==> config.mk <==
export PLATFORM = sky130hd
export DESIGN_NAME = slot_id_allocator
export DESIGN_NICKNAME = d
export VERILOG_FILES = /design/src/hdl/sia_pkg.sv /design/src/hdl/sia_ctrl.sv /design/src/hdl/sia_dp.sv /design/src/hdl/slot_id_allocator.sv
export VERILOG_INCLUDE_DIRS = /design/src /design/src/hdl
export SDC_FILE = /design/constraint.sdc
export NUM_CORES = 2
export LEC_CHECK = 0
export BUFFER_PORTS_ARGS = -buffer_cell sky130_fd_sc_hd__buf_2
export CAP_MARGIN = 20
export CORE_ASPECT_RATIO = 1.1
export CORE_MARGIN = 4
export CORE_UTILIZATION = 57
export CTS_CLUSTER_DIAMETER = 60
export DETAILED_ROUTE_END_ITERATION = 6
export PLACE_DENSITY = 0.78
export SYNTH_ARGS = -nofsm -noshare
export SYNTH_HDL_FRONTEND = slang
export SYNTH_SLANG_ARGS = --single-unit
export TNS_END_PERCENT = 10
==> constraint.sdc <==
create_clock -name clk -period 4 [get_ports clk]
set_input_delay 0.2 -clock clk [delete_from_list [all_inputs] [get_ports clk]]
set_output_delay 0.2 -clock clk [all_outputs]
set_load 0.05 [all_outputs]
==> src/hdl/slot_id_allocator_macros.svh <==
// ----------------------------------------------------------------------------
// Slot ID allocator assertion macros
// Shorthand for the clocked concurrent checks of the allocator top level.
// ----------------------------------------------------------------------------
`ifndef SLOT_ID_ALLOCATOR_MACROS_SVH
`define SLOT_ID_ALLOCATOR_MACROS_SVH

// same-cycle implication on clk, off while rst_n is low
`define SIA_ASSERT_IMP(label, ante, cons, msg) \
  label: assert property (@(posedge clk) disable iff (!rst_n) (ante) |-> (cons)) \
    else $error(msg);

// next-cycle implication on clk, off while rst_n is low
`define SIA_ASSERT_NXT(label, ante, cons, msg) \
  label: assert property (@(posedge clk) disable iff (!rst_n) (ante) |=> (cons)) \
    else $error(msg);

`endif

==> src/hdl/sia_pkg.sv <==
// ----------------------------------------------------------------------------
// Slot ID allocator package
// Field widths, request and status codes, transaction and control structs.
// ----------------------------------------------------------------------------
package sia_pkg;

  localparam int ID_W      = 6;
  localparam int PAYLOAD_W = 32;
  localparam int DEF_SLOTS = 64;

  // request codes
  localparam logic [1:0] REQ_REGISTER = 2'd0;
  localparam logic [1:0] REQ_RELEASE  = 2'd1;
  localparam logic [1:0] REQ_GET      = 2'd2;
  localparam logic [1:0] REQ_LIST     = 2'd3;

  // status codes
  localparam logic [1:0] STS_OK          = 2'd0;
  localparam logic [1:0] STS_NO_FREE     = 2'd1;
  localparam logic [1:0] STS_NOT_USED    = 2'd2;
  localparam logic [1:0] STS_NONE_ACTIVE = 2'd3;

  typedef struct packed {
    logic [1:0]           req_type;
    logic [ID_W-1:0]      slot_id;
    logic [PAYLOAD_W-1:0] payload;
  } in_item_t;

  typedef struct packed {
    logic [1:0]           status;
    logic [ID_W-1:0]      slot_id_out;
    logic [PAYLOAD_W-1:0] payload_out;
    logic                 last;
  } out_item_t;

  // controller to datapath
  typedef struct packed {
    logic capture;
    logic exec;
    logic scan_step;
    logic finish;
  } sia_cmd_t;

  // datapath to controller
  typedef struct packed {
    logic is_list;
    logic out_free;
    logic scan_hit;
    logic pend_valid;
    logic scan_last;
  } sia_sts_t;

endpackage

==> src/hdl/sia_ctrl.sv <==
// ----------------------------------------------------------------------------
// Slot ID allocator controller
// Sequences capture, execute, list scan and list finish for one request.
// ----------------------------------------------------------------------------
module sia_ctrl import sia_pkg::*; (
  input  logic     clk,
  input  logic     rst_n,
  input  logic     in_valid,
  output logic     in_stall,
  input  sia_sts_t sts,
  output sia_cmd_t cmd
);

  typedef enum logic [3:0] {
    ST_IDLE   = 4'b0001,
    ST_EXEC   = 4'b0010,
    ST_SCAN   = 4'b0100,
    ST_FINISH = 4'b1000
  } state_t;

  state_t state_r, state_nxt;

  always_ff @(posedge clk) begin
    if (!rst_n) begin
      state_r <= ST_IDLE;
    end else begin
      state_r <= state_nxt;
    end
  end

  always_comb begin
    cmd       = '0;
    state_nxt = state_r;
    case (state_r)
      ST_IDLE: begin
        if (in_valid) begin
          cmd.capture = 1'b1;
          state_nxt   = ST_EXEC;
        end
      end
      ST_EXEC: begin
        if (sts.is_list) begin
          state_nxt = ST_SCAN;
        end else if (sts.out_free) begin
          cmd.exec  = 1'b1;
          state_nxt = ST_IDLE;
        end
      end
      ST_SCAN: begin
        // hold the scan while a held ID waits for the output register
        if (!(sts.scan_hit && sts.pend_valid && !sts.out_free)) begin
          cmd.scan_step = 1'b1;
          if (sts.scan_last) begin
            state_nxt = ST_FINISH;
          end
        end
      end
      ST_FINISH: begin
        if (sts.out_free) begin
          cmd.finish = 1'b1;
          state_nxt  = ST_IDLE;
        end
      end
      default: begin
        state_nxt = ST_IDLE;
      end
    endcase
  end

  assign in_stall = (state_r != ST_IDLE);

endmodule

==> src/hdl/sia_dp.sv <==
// ----------------------------------------------------------------------------
// Slot ID allocator datapath
// Free stack, payload store, in-use bits, list scan and output register.
// ----------------------------------------------------------------------------
module sia_dp import sia_pkg::*; #(
  parameter int SLOTS = DEF_SLOTS
) (
  input  logic      clk,
  input  logic      rst_n,
  input  in_item_t  in_data,
  input  sia_cmd_t  cmd,
  output sia_sts_t  sts,
  output logic      out_valid,
  input  logic      out_stall,
  output out_item_t out_data
);

  localparam int IDX_W = (SLOTS > 1) ? $clog2(SLOTS) : 1;
  localparam int CNT_W = $clog2(SLOTS + 1);
  localparam int CMP_W = 32;

  // storage
  logic [IDX_W-1:0]     stack_mem [SLOTS];
  logic [PAYLOAD_W-1:0] data_mem  [SLOTS];

  // control state
  logic [CNT_W-1:0] count_r, count_nxt;
  logic [CNT_W-1:0] wm_r, wm_nxt;
  logic [SLOTS-1:0] in_use_r, in_use_nxt;
  logic [IDX_W-1:0] scan_r, scan_nxt;
  logic             pend_valid_r, pend_valid_nxt;
  logic             out_valid_r;

  // captured request and read data
  logic [1:0]           req_r;
  logic [ID_W-1:0]      id_r;
  logic [PAYLOAD_W-1:0] pay_r;
  logic                 pris_r;
  logic [IDX_W-1:0]     top_r;
  logic [IDX_W-1:0]     stack_q;
  logic [PAYLOAD_W-1:0] data_q;
  logic [IDX_W-1:0]     pend_r, pend_nxt;
  out_item_t            out_r, out_nxt;

  logic                   out_load;
  logic                   stack_we;
  logic                   data_we;
  logic [CNT_W-1:0]       top_cnt;
  logic [IDX_W-1:0]       top_addr;
  logic [IDX_W-1:0]       push_addr;
  logic [ID_W+IDX_W-1:0]  in_wide;
  logic [ID_W+IDX_W-1:0]  id_wide;
  logic [IDX_W-1:0]       in_idx;
  logic [IDX_W-1:0]       id_idx;
  logic [IDX_W-1:0]       pop_idx;
  logic [ID_W+IDX_W-1:0]  pop_wide;
  logic [ID_W+IDX_W-1:0]  pend_wide;
  logic [ID_W-1:0]        pop_id;
  logic [ID_W-1:0]        pend_id;
  logic [CMP_W-1:0]       id_cmp;
  logic                   id_ok;
  logic                   out_free;

  // stack top; entries below the low-water mark were never overwritten
  assign top_cnt   = count_r - CNT_W'(1);
  assign top_addr  = top_cnt[IDX_W-1:0];
  assign push_addr = count_r[IDX_W-1:0];

  assign in_wide  = {{IDX_W{1'b0}}, in_data.slot_id};
  assign in_idx   = in_wide[IDX_W-1:0];
  assign id_wide  = {{IDX_W{1'b0}}, id_r};
  assign id_idx   = id_wide[IDX_W-1:0];
  assign pop_idx  = pris_r ? top_r : stack_q;
  assign pop_wide = {{ID_W{1'b0}}, pop_idx};
  assign pop_id   = pop_wide[ID_W-1:0];
  assign pend_wide = {{ID_W{1'b0}}, pend_r};
  assign pend_id   = pend_wide[ID_W-1:0];

  assign id_cmp = {{(CMP_W-ID_W){1'b0}}, id_r};
  assign id_ok  = (id_cmp < CMP_W'(SLOTS)) && in_use_r[id_idx];

  assign out_free = !out_valid_r || !out_stall;

  always_comb begin
    out_load       = 1'b0;
    out_nxt        = '0;
    out_nxt.status = STS_OK;
    count_nxt      = count_r;
    wm_nxt         = wm_r;
    in_use_nxt     = in_use_r;
    stack_we       = 1'b0;
    data_we        = 1'b0;
    scan_nxt       = scan_r;
    pend_nxt       = pend_r;
    pend_valid_nxt = pend_valid_r;

    if (cmd.capture) begin
      scan_nxt       = '0;
      pend_valid_nxt = 1'b0;
    end

    if (cmd.exec) begin
      out_load     = 1'b1;
      out_nxt.last = 1'b1;
      case (req_r)
        REQ_REGISTER: begin
          if (count_r == '0) begin
            out_nxt.status = STS_NO_FREE;
          end else begin
            count_nxt           = top_cnt;
            wm_nxt              = (top_cnt < wm_r) ? top_cnt : wm_r;
            in_use_nxt[pop_idx] = 1'b1;
            data_we             = 1'b1;
            out_nxt.slot_id_out = pop_id;
          end
        end
        REQ_RELEASE: begin
          out_nxt.slot_id_out = id_r;
          if (!id_ok || (count_r >= CNT_W'(SLOTS))) begin
            out_nxt.status = STS_NOT_USED;
          end else begin
            in_use_nxt[id_idx] = 1'b0;
            stack_we           = 1'b1;
            count_nxt          = count_r + CNT_W'(1);
          end
        end
        REQ_GET: begin
          out_nxt.slot_id_out = id_r;
          if (!id_ok) begin
            out_nxt.status = STS_NOT_USED;
          end else begin
            out_nxt.payload_out = data_q;
          end
        end
        default: begin
          out_load = 1'b0;
        end
      endcase
    end

    // emit the previously found ID only once a later one proves it is not last
    if (cmd.scan_step) begin
      if (in_use_r[scan_r]) begin
        if (pend_valid_r) begin
          out_load            = 1'b1;
          out_nxt.slot_id_out = pend_id;
        end
        pend_nxt       = scan_r;
        pend_valid_nxt = 1'b1;
      end
      scan_nxt = scan_r + IDX_W'(1);
    end

    if (cmd.finish) begin
      out_load     = 1'b1;
      out_nxt.last = 1'b1;
      if (pend_valid_r) begin
        out_nxt.slot_id_out = pend_id;
      end else begin
        out_nxt.status = STS_NONE_ACTIVE;
      end
    end
  end

  always_ff @(posedge clk) begin
    if (!rst_n) begin
      count_r      <= CNT_W'(SLOTS);
      wm_r         <= CNT_W'(SLOTS);
      in_use_r     <= '0;
      scan_r       <= '0;
      pend_valid_r <= 1'b0;
      out_valid_r  <= 1'b0;
    end else begin
      count_r      <= count_nxt;
      wm_r         <= wm_nxt;
      in_use_r     <= in_use_nxt;
      scan_r       <= scan_nxt;
      pend_valid_r <= pend_valid_nxt;
      if (out_load) begin
        out_valid_r <= 1'b1;
      end else if (!out_stall) begin
        out_valid_r <= 1'b0;
      end
    end
  end

  always_ff @(posedge clk) begin
    if (cmd.capture) begin
      req_r  <= in_data.req_type;
      id_r   <= in_data.slot_id;
      pay_r  <= in_data.payload;
      pris_r <= (top_cnt < wm_r);
      top_r  <= top_addr;
    end
    pend_r <= pend_nxt;
    if (out_load) begin
      out_r <= out_nxt;
    end
  end

  // free stack memory
  always_ff @(posedge clk) begin
    if (stack_we) begin
      stack_mem[push_addr] <= id_idx;
    end
    if (cmd.capture) begin
      stack_q <= stack_mem[top_addr];
    end
  end

  // payload memory
  always_ff @(posedge clk) begin
    if (data_we) begin
      data_mem[pop_idx] <= pay_r;
    end
    if (cmd.capture) begin
      data_q <= data_mem[in_idx];
    end
  end

  assign sts.is_list    = (req_r == REQ_LIST);
  assign sts.out_free   = out_free;
  assign sts.scan_hit   = in_use_r[scan_r];
  assign sts.pend_valid = pend_valid_r;
  assign sts.scan_last  = (scan_r == IDX_W'(SLOTS - 1));

  assign out_valid = out_valid_r;
  assign out_data  = out_r;

endmodule

==> src/hdl/slot_id_allocator.sv <==
// ----------------------------------------------------------------------------
// Slot ID allocator
// Register, release and get: accepted in ST_IDLE, then executed in ST_EXEC once the
//   output register is free, where the result is registered; requests are accepted only in ST_IDLE.
// List: ST_SCAN examines one in-use bit per cycle unless a found ID waits for
//   the output register, then ST_FINISH gives the last result and returns to ST_IDLE.
// Free stack and payload arrays are read once, in the accept cycle.
// Reset: synchronous; all IDs free, none in use, no clearing pass needed.
// ----------------------------------------------------------------------------
`include "slot_id_allocator_macros.svh"

module slot_id_allocator import sia_pkg::*; #(
  parameter int SLOTS = DEF_SLOTS
) (
  input  logic      clk,
  input  logic      rst_n,
  input  logic      in_valid,
  output logic      in_stall,
  input  in_item_t  in_data,
  output logic      out_valid,
  input  logic      out_stall,
  output out_item_t out_data
);

  sia_cmd_t cmd;
  sia_sts_t sts;

  sia_ctrl u_ctrl (
    .clk      (clk),
    .rst_n    (rst_n),
    .in_valid (in_valid),
    .in_stall (in_stall),
    .sts      (sts),
    .cmd      (cmd)
  );

  sia_dp #(
    .SLOTS (SLOTS)
  ) u_dp (
    .clk       (clk),
    .rst_n     (rst_n),
    .in_data   (in_data),
    .cmd       (cmd),
    .sts       (sts),
    .out_valid (out_valid),
    .out_stall (out_stall),
    .out_data  (out_data)
  );

  `SIA_ASSERT_NXT(a_accept_busy, in_valid && !in_stall, in_stall, "input not held after accept")
  `SIA_ASSERT_NXT(a_exec_loads_out, cmd.exec, out_valid, "executed request gave no result")
  `SIA_ASSERT_NXT(a_finish_is_last, cmd.finish, out_valid && out_data.last, "list end not last")
  `SIA_ASSERT_IMP(a_load_room, cmd.exec || cmd.finish, !out_valid || !out_stall, "result lost")

endmodule

Word-level counts from Yosys, hierarchy flattened. Memory sizes are Yosys's and may differ from the RTL's. A register that Yosys moved wholly into a read port is not among the register bits. Cells that the tools add are included.

Register bits after elaboration: 184. Bits in latches: 0. RAM bits: 2432. ROM bits: 0. Bits of input ports: 44. Logic and storage cells: 136. Memories: 2.

Add/sub/neg operators: 3. Multiply operators: 0. Div/mod/pow operators: 0. Magnitude comparators: 8. Equal/unequal tests: 15. Shift-type cells: 0. Mux-type cells: 66. Bitwise gates (word level): 4. Reductions and logical operators: 21.

Memory list: u_dp.data_mem (words 64, width 32, read ports 1, clocked after memory_dff 1, wr ports 1, RTL line sia_dp.sv:24) `logic [PAYLOAD_W-1:0] data_mem [SLOTS];`; u_dp.stack_mem (words 64, width 6, read ports 1, clocked after memory_dff 1, wr ports 1, RTL line sia_dp.sv:23) `logic [IDX_W-1:0] stack_mem [SLOTS];`.

Operators with widths (number): two-way mux 64 bit (2); case mux 64 bit (2 select lines) (1); AND 64 bit (1); two-way mux 32 bit (2); NOT 64 bit (1); OR 64 bit (1); two-way mux 6 bit (8); two-way mux 41 bit (1); two-way mux 1 bit (34); less-than comparator 6 x 7 -> 1 bit, second input constant (4); case mux 8 bit (3 select lines) (1); two-way mux 4 bit (5); case mux 4 bit (4 select lines) (1); two-way mux 7 bit (2); case mux 7 bit (2 select lines) (1); binary-select mux 1 bit (select 6 bit) (2); demux 1 bit (select 6 bit) (2); >= comparator 6 x 1 -> 1 bit, second input constant (2); inequality test 2 bit, second input constant (5); two-way mux 8 bit (1); AND reduction 4 bit (2); adder 7 x 1 -> 7 bit, second input constant (1); >= comparator 7 bit, second input constant (1); logical NOT 7 bit (1); other kinds (22) (35).

Longest topological paths before layout.
Depth after elaboration: 13. Mapped depth: 18. Depth with buffers taken out: 12.

Cells and area by module. From an unflattened synthesis, not the netlist that was laid out.

Cell total of the unflattened synthesis: 4525. Area total of the unflattened synthesis: 102703.5 µm².

By module, submodules not included: sia_dp (times used 1, cells each 4492, area an instance 102417.0 µm², sequential area each 78715.5 µm²); sia_ctrl (times used 1, cells each 33, area an instance 286.5 µm², sequential area each 80.1 µm²).

Least setup slack after synthesis. OpenSTA, ideal clock, no wires.

Kind: reg2reg. From: register u_dp.count_r[0]. To: register u_dp.wm_r[6]. Setup time: 129 ps. Data arrival time: 4111 ps. Required time: 3871 ps. Path slack: -241 ps. Cell stages (with the launch flop): 19. Path buffers: 7. Clock period less this slack: 4241 ps. Path through: dfxtp_1 > clkbuf_1 > buf_2 > buf_1 > inv_1 > ha_1 > clkbuf_1 > buf_1 > clkbuf_1 > inv_1 > ha_1 > a21boi_0 > o21a_1 > o21a_1 > o2111ai_1 > nand3_1 > buf_1 > mux2i_1 > nand2_1.

Cells in the longest elaborated chain, start to end: 3. Elaborated cells between the ends (all ways): 5. Classes of those cells: add/sub (1); order compare (1); bitwise (1); reduce/logical (2).

RTL lines: from (decl) (RTL line sia_dp.sv:27) `logic [CNT_W-1:0] count_r, count_nxt;`; from (signal assigned) (RTL line sia_dp.sv:167) `count_r <= CNT_W'(SLOTS);`; from (signal assigned) (RTL line sia_dp.sv:174) `count_r <= count_nxt;`; subtractor 7 x 1 -> 7 bit (RTL line sia_dp.sv:65) `assign top_cnt = count_r - CNT_W'(1);`; net u_dp.top_cnt[0] (RTL line sia_dp.sv:48) `logic [CNT_W-1:0] top_cnt;`; less-than comparator 7 bit (RTL line sia_dp.sv:111) `wm_nxt = (top_cnt < wm_r) ? top_cnt : wm_r;`; AND reduction 4 bit (no source line); to (signal assigned) (RTL line sia_dp.sv:168) `wm_r <= CNT_W'(SLOTS);`; to (signal assigned) (RTL line sia_dp.sv:175) `wm_r <= wm_nxt;`; to (decl) (RTL line sia_dp.sv:28) `logic [CNT_W-1:0] wm_r, wm_nxt;`.

The timed path passes the listed nets, and every way through them passes these cells. A chain may end at the register's enable or synchronous reset.

Final worst setup path.
From: register u_dp.id_r[1], in the netlist u_dp.id_idx[1]. To: memory u_dp.stack_mem[31][4] in the netlist's numbering (enable).

Cells in the longest elaborated chain, start to end: 10. Elaborated cells between the ends (all ways): 11. Classes of those cells: order compare (1); mux (7); reduce/logical (3).

RTL lines: from (decl) (RTL line sia_dp.sv:36) `logic [ID_W-1:0] id_r;`; from (signal assigned) (RTL line sia_dp.sv:190) `id_r <= in_data.slot_id;`; binary-select mux 1 bit (select 6 bit) (RTL line sia_dp.sv:80) `assign id_ok = (id_cmp < CMP_W'(SLOTS)) && in_use_r[id_idx];`; two-way mux 1 bit (implied by the code) (RTL line sia_dp.sv:80); logical AND 1 bit (*) (RTL line sia_dp.sv:80); logical NOT 1 bit (*) (RTL line sia_dp.sv:119) `if (!id_ok || (count_r >= CNT_W'(SLOTS))) begin`; logical OR 1 bit (*) (RTL line sia_dp.sv:119); two-way mux 1 bit (*) (RTL line sia_dp.sv:119); two-way mux 1 bit (*) (RTL line sia_dp.sv:105) `case (req_r)`; two-way mux 1 bit (*) (RTL line sia_dp.sv:102) `if (cmd.exec) begin`; two-way mux 1 bit (*) (RTL line sia_dp.sv:203) `if (stack_we) begin`; two-way mux 1 bit (implied by the code) (*) (RTL line sia_dp.sv:204) `stack_mem[push_addr] <= id_idx;`; to (decl) (RTL line sia_dp.sv:23).

Mark *: on every way between the ends. The rest lies on a longest branch, timed or not. The select of a mux whose other input is x is not followed.

==> impl_metrics.yaml <==
logic_synthesis:
  syn_inst: 4461
  ys_seq_area_frac: 0.769
  synth_nets: 4515
  synth.area.top_cells: "edfxtp_1 75%, mux4_2 18%, dfxtp_1 1.8%, nor2_1 0.66%, clkbuf_1 0.52%"
  yosys.cell_types.count: 70
  synthesis.area_mm2: 0.102
  avgSynthCellArea_um2: 23.0
  yosysTopAreaCell: "edfxtp_1"
  ys_ff_latch: 2654
  async_flop_share: 0
  yosys_most_used_dff: "edfxtp_1"
  synth_top_cell_area_share: 0.752
  ys_warn_count: 0
  synth-edff-count: 2564
timing:
  setup_viol: 0
  slew_headroom: 0.253
  finalMaxSlewViolations: 0
  worst_pin_slew_ns: 1.12
  holdWs_ns: 0.0547
  post-route-period-util: 0.937
  fin_skew_ns: 0.0598
  hold_viol_final: 0
  fmax_mhz: 267
  rsz0062_at_grt: "false"
  setup_ws_ns: 0.253
  fin_tns_setup_ns: 0
  min_period_ns: 3.75
critical_path:
  cpMaxStageDelayCell: "edfxtp_1"
  crit_chain: "and2_1 > a22oi_1 > o221ai_1 > nand3_1 > a311oi_2 > buf_4 > nand2_1 > buf_4 > nor2_1"
  slowest_delay_ns: 0.86
  worstSetupStartpointType: "flop"
  crit_type: "flop to flop"
  worstPathRequired_ns: 4.51
  reg2reg_depth: 9
  crit_fanout: 20
  end_kind: "flop"
  arrival_ns: 4.26
  crit_path_frequent_cell: "buf_4"
run:
  drv_cap: 0
grt:
  grt.overflow.total: 0
  grt_max_degree: 104
  antenna_found_initial: 12
  grt_pass1_vias: 52600
  grt_pass1_wl_um: 393000
  grtUsageTotal: 0.298
min_path:
  min_path_cells: 2
  hp-class: "input port to flop"
floorplanning:
  rows: 162
  initial_core_util: 0.576
  die_y_um: 453
  die-area_mm2: 0.187
  core-area_mm2: 0.178
  dieWidth_um: 412
  ioPinCount: 87
placed_design:
  post-place-ws_ns: 0.386
  numPortBuffers: 86
  dp_hpwl_um: 146000
  place_congestion: 0.917
clocking:
  cts_made_buffers: 237
  cts.sinks: 2654
  htree_num_levels: 4
  cts_root_buf: "clkbuf_16"
  worstSkewPairLatency_ns: 0.91
  cts_tree: "built"
  clk_path_buf_depth: 3
  path_clk_slew_ns: 0.06
drt:
  wl_per_cell_um: 36.9
  drt-initial-drc-count: 8094
  drtAntennaViolNets: 0
  first_pass_iters: 6
  viasPerCell: 6.96
  postRouteWirelength_um: 274000
  drc: 0
  vias: 51800
run_status:
  status: "complete, no violations"
layout:
  area_growth_pct: 13.6
  final_common_cell: "edfxtp_1"
  final_nets: 4908
  layout_common_cells: "2564 x edfxtp_1, 802 x mux4_2, 239 x clkbuf_16"
  drive_above_1_share: 0.318
power_and_ir_drop:
  power_density_mw_per_mm2: 489
  ir_worst_vdd_mv: 0.508
  p_leak_nw: 36.0
==> repair_timing <==
action                                 4_1_cts  5_1_grt
buffers inserted                             0        0
resized for setup                            0        0
endpoints found under the hold margin       80        0
hold buffers                                62        0
==> path summary, 6_finish.rpt <==
kind	startpoint	endpoint	slack, ns
max	u_dp.id_idx[1]$_DFFE_PP_	u_dp.stack_mem[31][4]$_DFFE_PP_	0.25
min	in_data[28]	u_dp.pay_r[28]$_DFFE_PP_	0.05
max reg2reg	u_dp.id_idx[1]$_DFFE_PP_	u_dp.stack_mem[31][4]$_DFFE_PP_	0.25
min reg2reg	u_dp.wm_r[4]$_SDFFE_PN0P_	u_dp.wm_r[4]$_SDFFE_PN0P_	0.47
==> area by class of cell <==
class                           count  area (um2)
Fill cell                       10800       61600
Multi-Input combinational cell   1542       23100
Clock buffer                      283        6150
Clock inverter                    161        1770
Antenna cell                        4        10.0
Sequential cell                  2654       78800
Timing Repair Buffer              391        3500
Tap cell                         2378        2980
Inverter                           28         110
==> registers in the layout, indices dropped and copies added (netlist names), 4 cells and up <==
signal / flops
u_dp.pay_r: 32
u_dp.top_r: 6
u_dp.stack_mem: 384
u_dp.data_mem: 2048
u_dp.wm_r: 7
u_dp.scan_r: 6
u_dp.stack_q: 6
u_dp.out_data: 41
u_ctrl.state_r: 4
u_dp.data_q: 32
u_dp.pend_id: 6
u_dp.in_use_r: 64
u_dp.id_idx: 6
u_dp.count_r: 7
==> cells by family (layout without fill, tap and decap cells) <==
kind of cell | count (synthesis) | after routing | synth area share
XOR/XNOR | 8 | 8 | 0.000684
multiplexers | 871 | 871 | 0.183
AO/OA/AOI/OAI | 220 | 220 | 0.0158
buffers and inverters | 265 | 863 | 0.0103
other | 0 | 4 | 0
flip-flops | 2654 | 2654 | 0.769
adder cells (fa/ha/maj) | 10 | 10 | 0.00122
AND/OR/NAND/NOR | 433 | 433 | 0.0196
==> critical path: cells and delay by family (launching register included) <==
kind                   cells  cell delay [ns]
and+or+nand+nor            4             1.39
AOI/OAI and AO/OA          3             0.66
DFF                        1             0.86
buffers and inverters      2             0.46
==> where the power goes <==
group	switching [W]	internal, W	leakage [nW]
sequential	0.0000894	0.0308	23.7
combinational	0.00182	0.00104	8.45
clock	0.0105	0.0128	3.84
==> stage by stage <==
| stage | util | std cells | instance area, um2 | total power [W] |
|---|---|---|---|---|
| floorplan | - | 4461 | 102000 | 0.0331 |
| global placement | 0.606 | 6928 | 108000 | 0.0341 |
| detailed placement | 0.606 | 6928 | 108000 | 0.0342 |
| CTS | 0.654 | 7434 | 116000 | 0.0571 |
| global route | 0.654 | 7438 | 116000 | 0.0585 |
| finish | 0.654 | 7441 | 116000 | 0.0570 |
==> synthesized netlist by cell type (6+ instances only) <==
| library cell | count |
|---|---|
| mux2i_1 | 48 |
| and2_1 | 38 |
| nand2b_1 | 7 |
| ha_1 | 10 |
| a31oi_1 | 14 |
| mux4_2 | 802 |
| a221oi_1 | 7 |
| a21oi_1 | 26 |
| inv_1 | 27 |
| o22ai_1 | 10 |
| nand2_1 | 92 |
| dfxtp_1 | 90 |
| o221a_2 | 16 |
| a31o_1 | 8 |
| edfxtp_1 | 2564 |
| mux2_2 | 21 |
| nor2_1 | 181 |
| buf_1 | 66 |
| buf_2 | 25 |
| clkbuf_1 | 142 |
| nor2b_1 | 21 |
| and3_1 | 8 |
| o21ai_0 | 49 |
| or3_1 | 8 |
| a211oi_1 | 13 |
| nand3_1 | 37 |
| or2_2 | 6 |
| a22oi_1 | 13 |
| nand3b_1 | 6 |
| a31o_2 | 7 |
| nor3_1 | 12 |
==> per-layer routing <==
| metal | vias to the layer above | part of all wire | GRT usage |
|---|---|---|---|
| li1 | 19800 | - | - |
| met4 | 8 | 0.047 | 0.123 |
| met5 | - | 0.00022 | 0 |
| met3 | 671 | 0.10 | 0.0589 |
| met1 | 27200 | 0.34 | 0.396 |
| met2 | 4043 | 0.51 | 0.493 |
No activity file was read; power rests on OpenSTA's default activity.
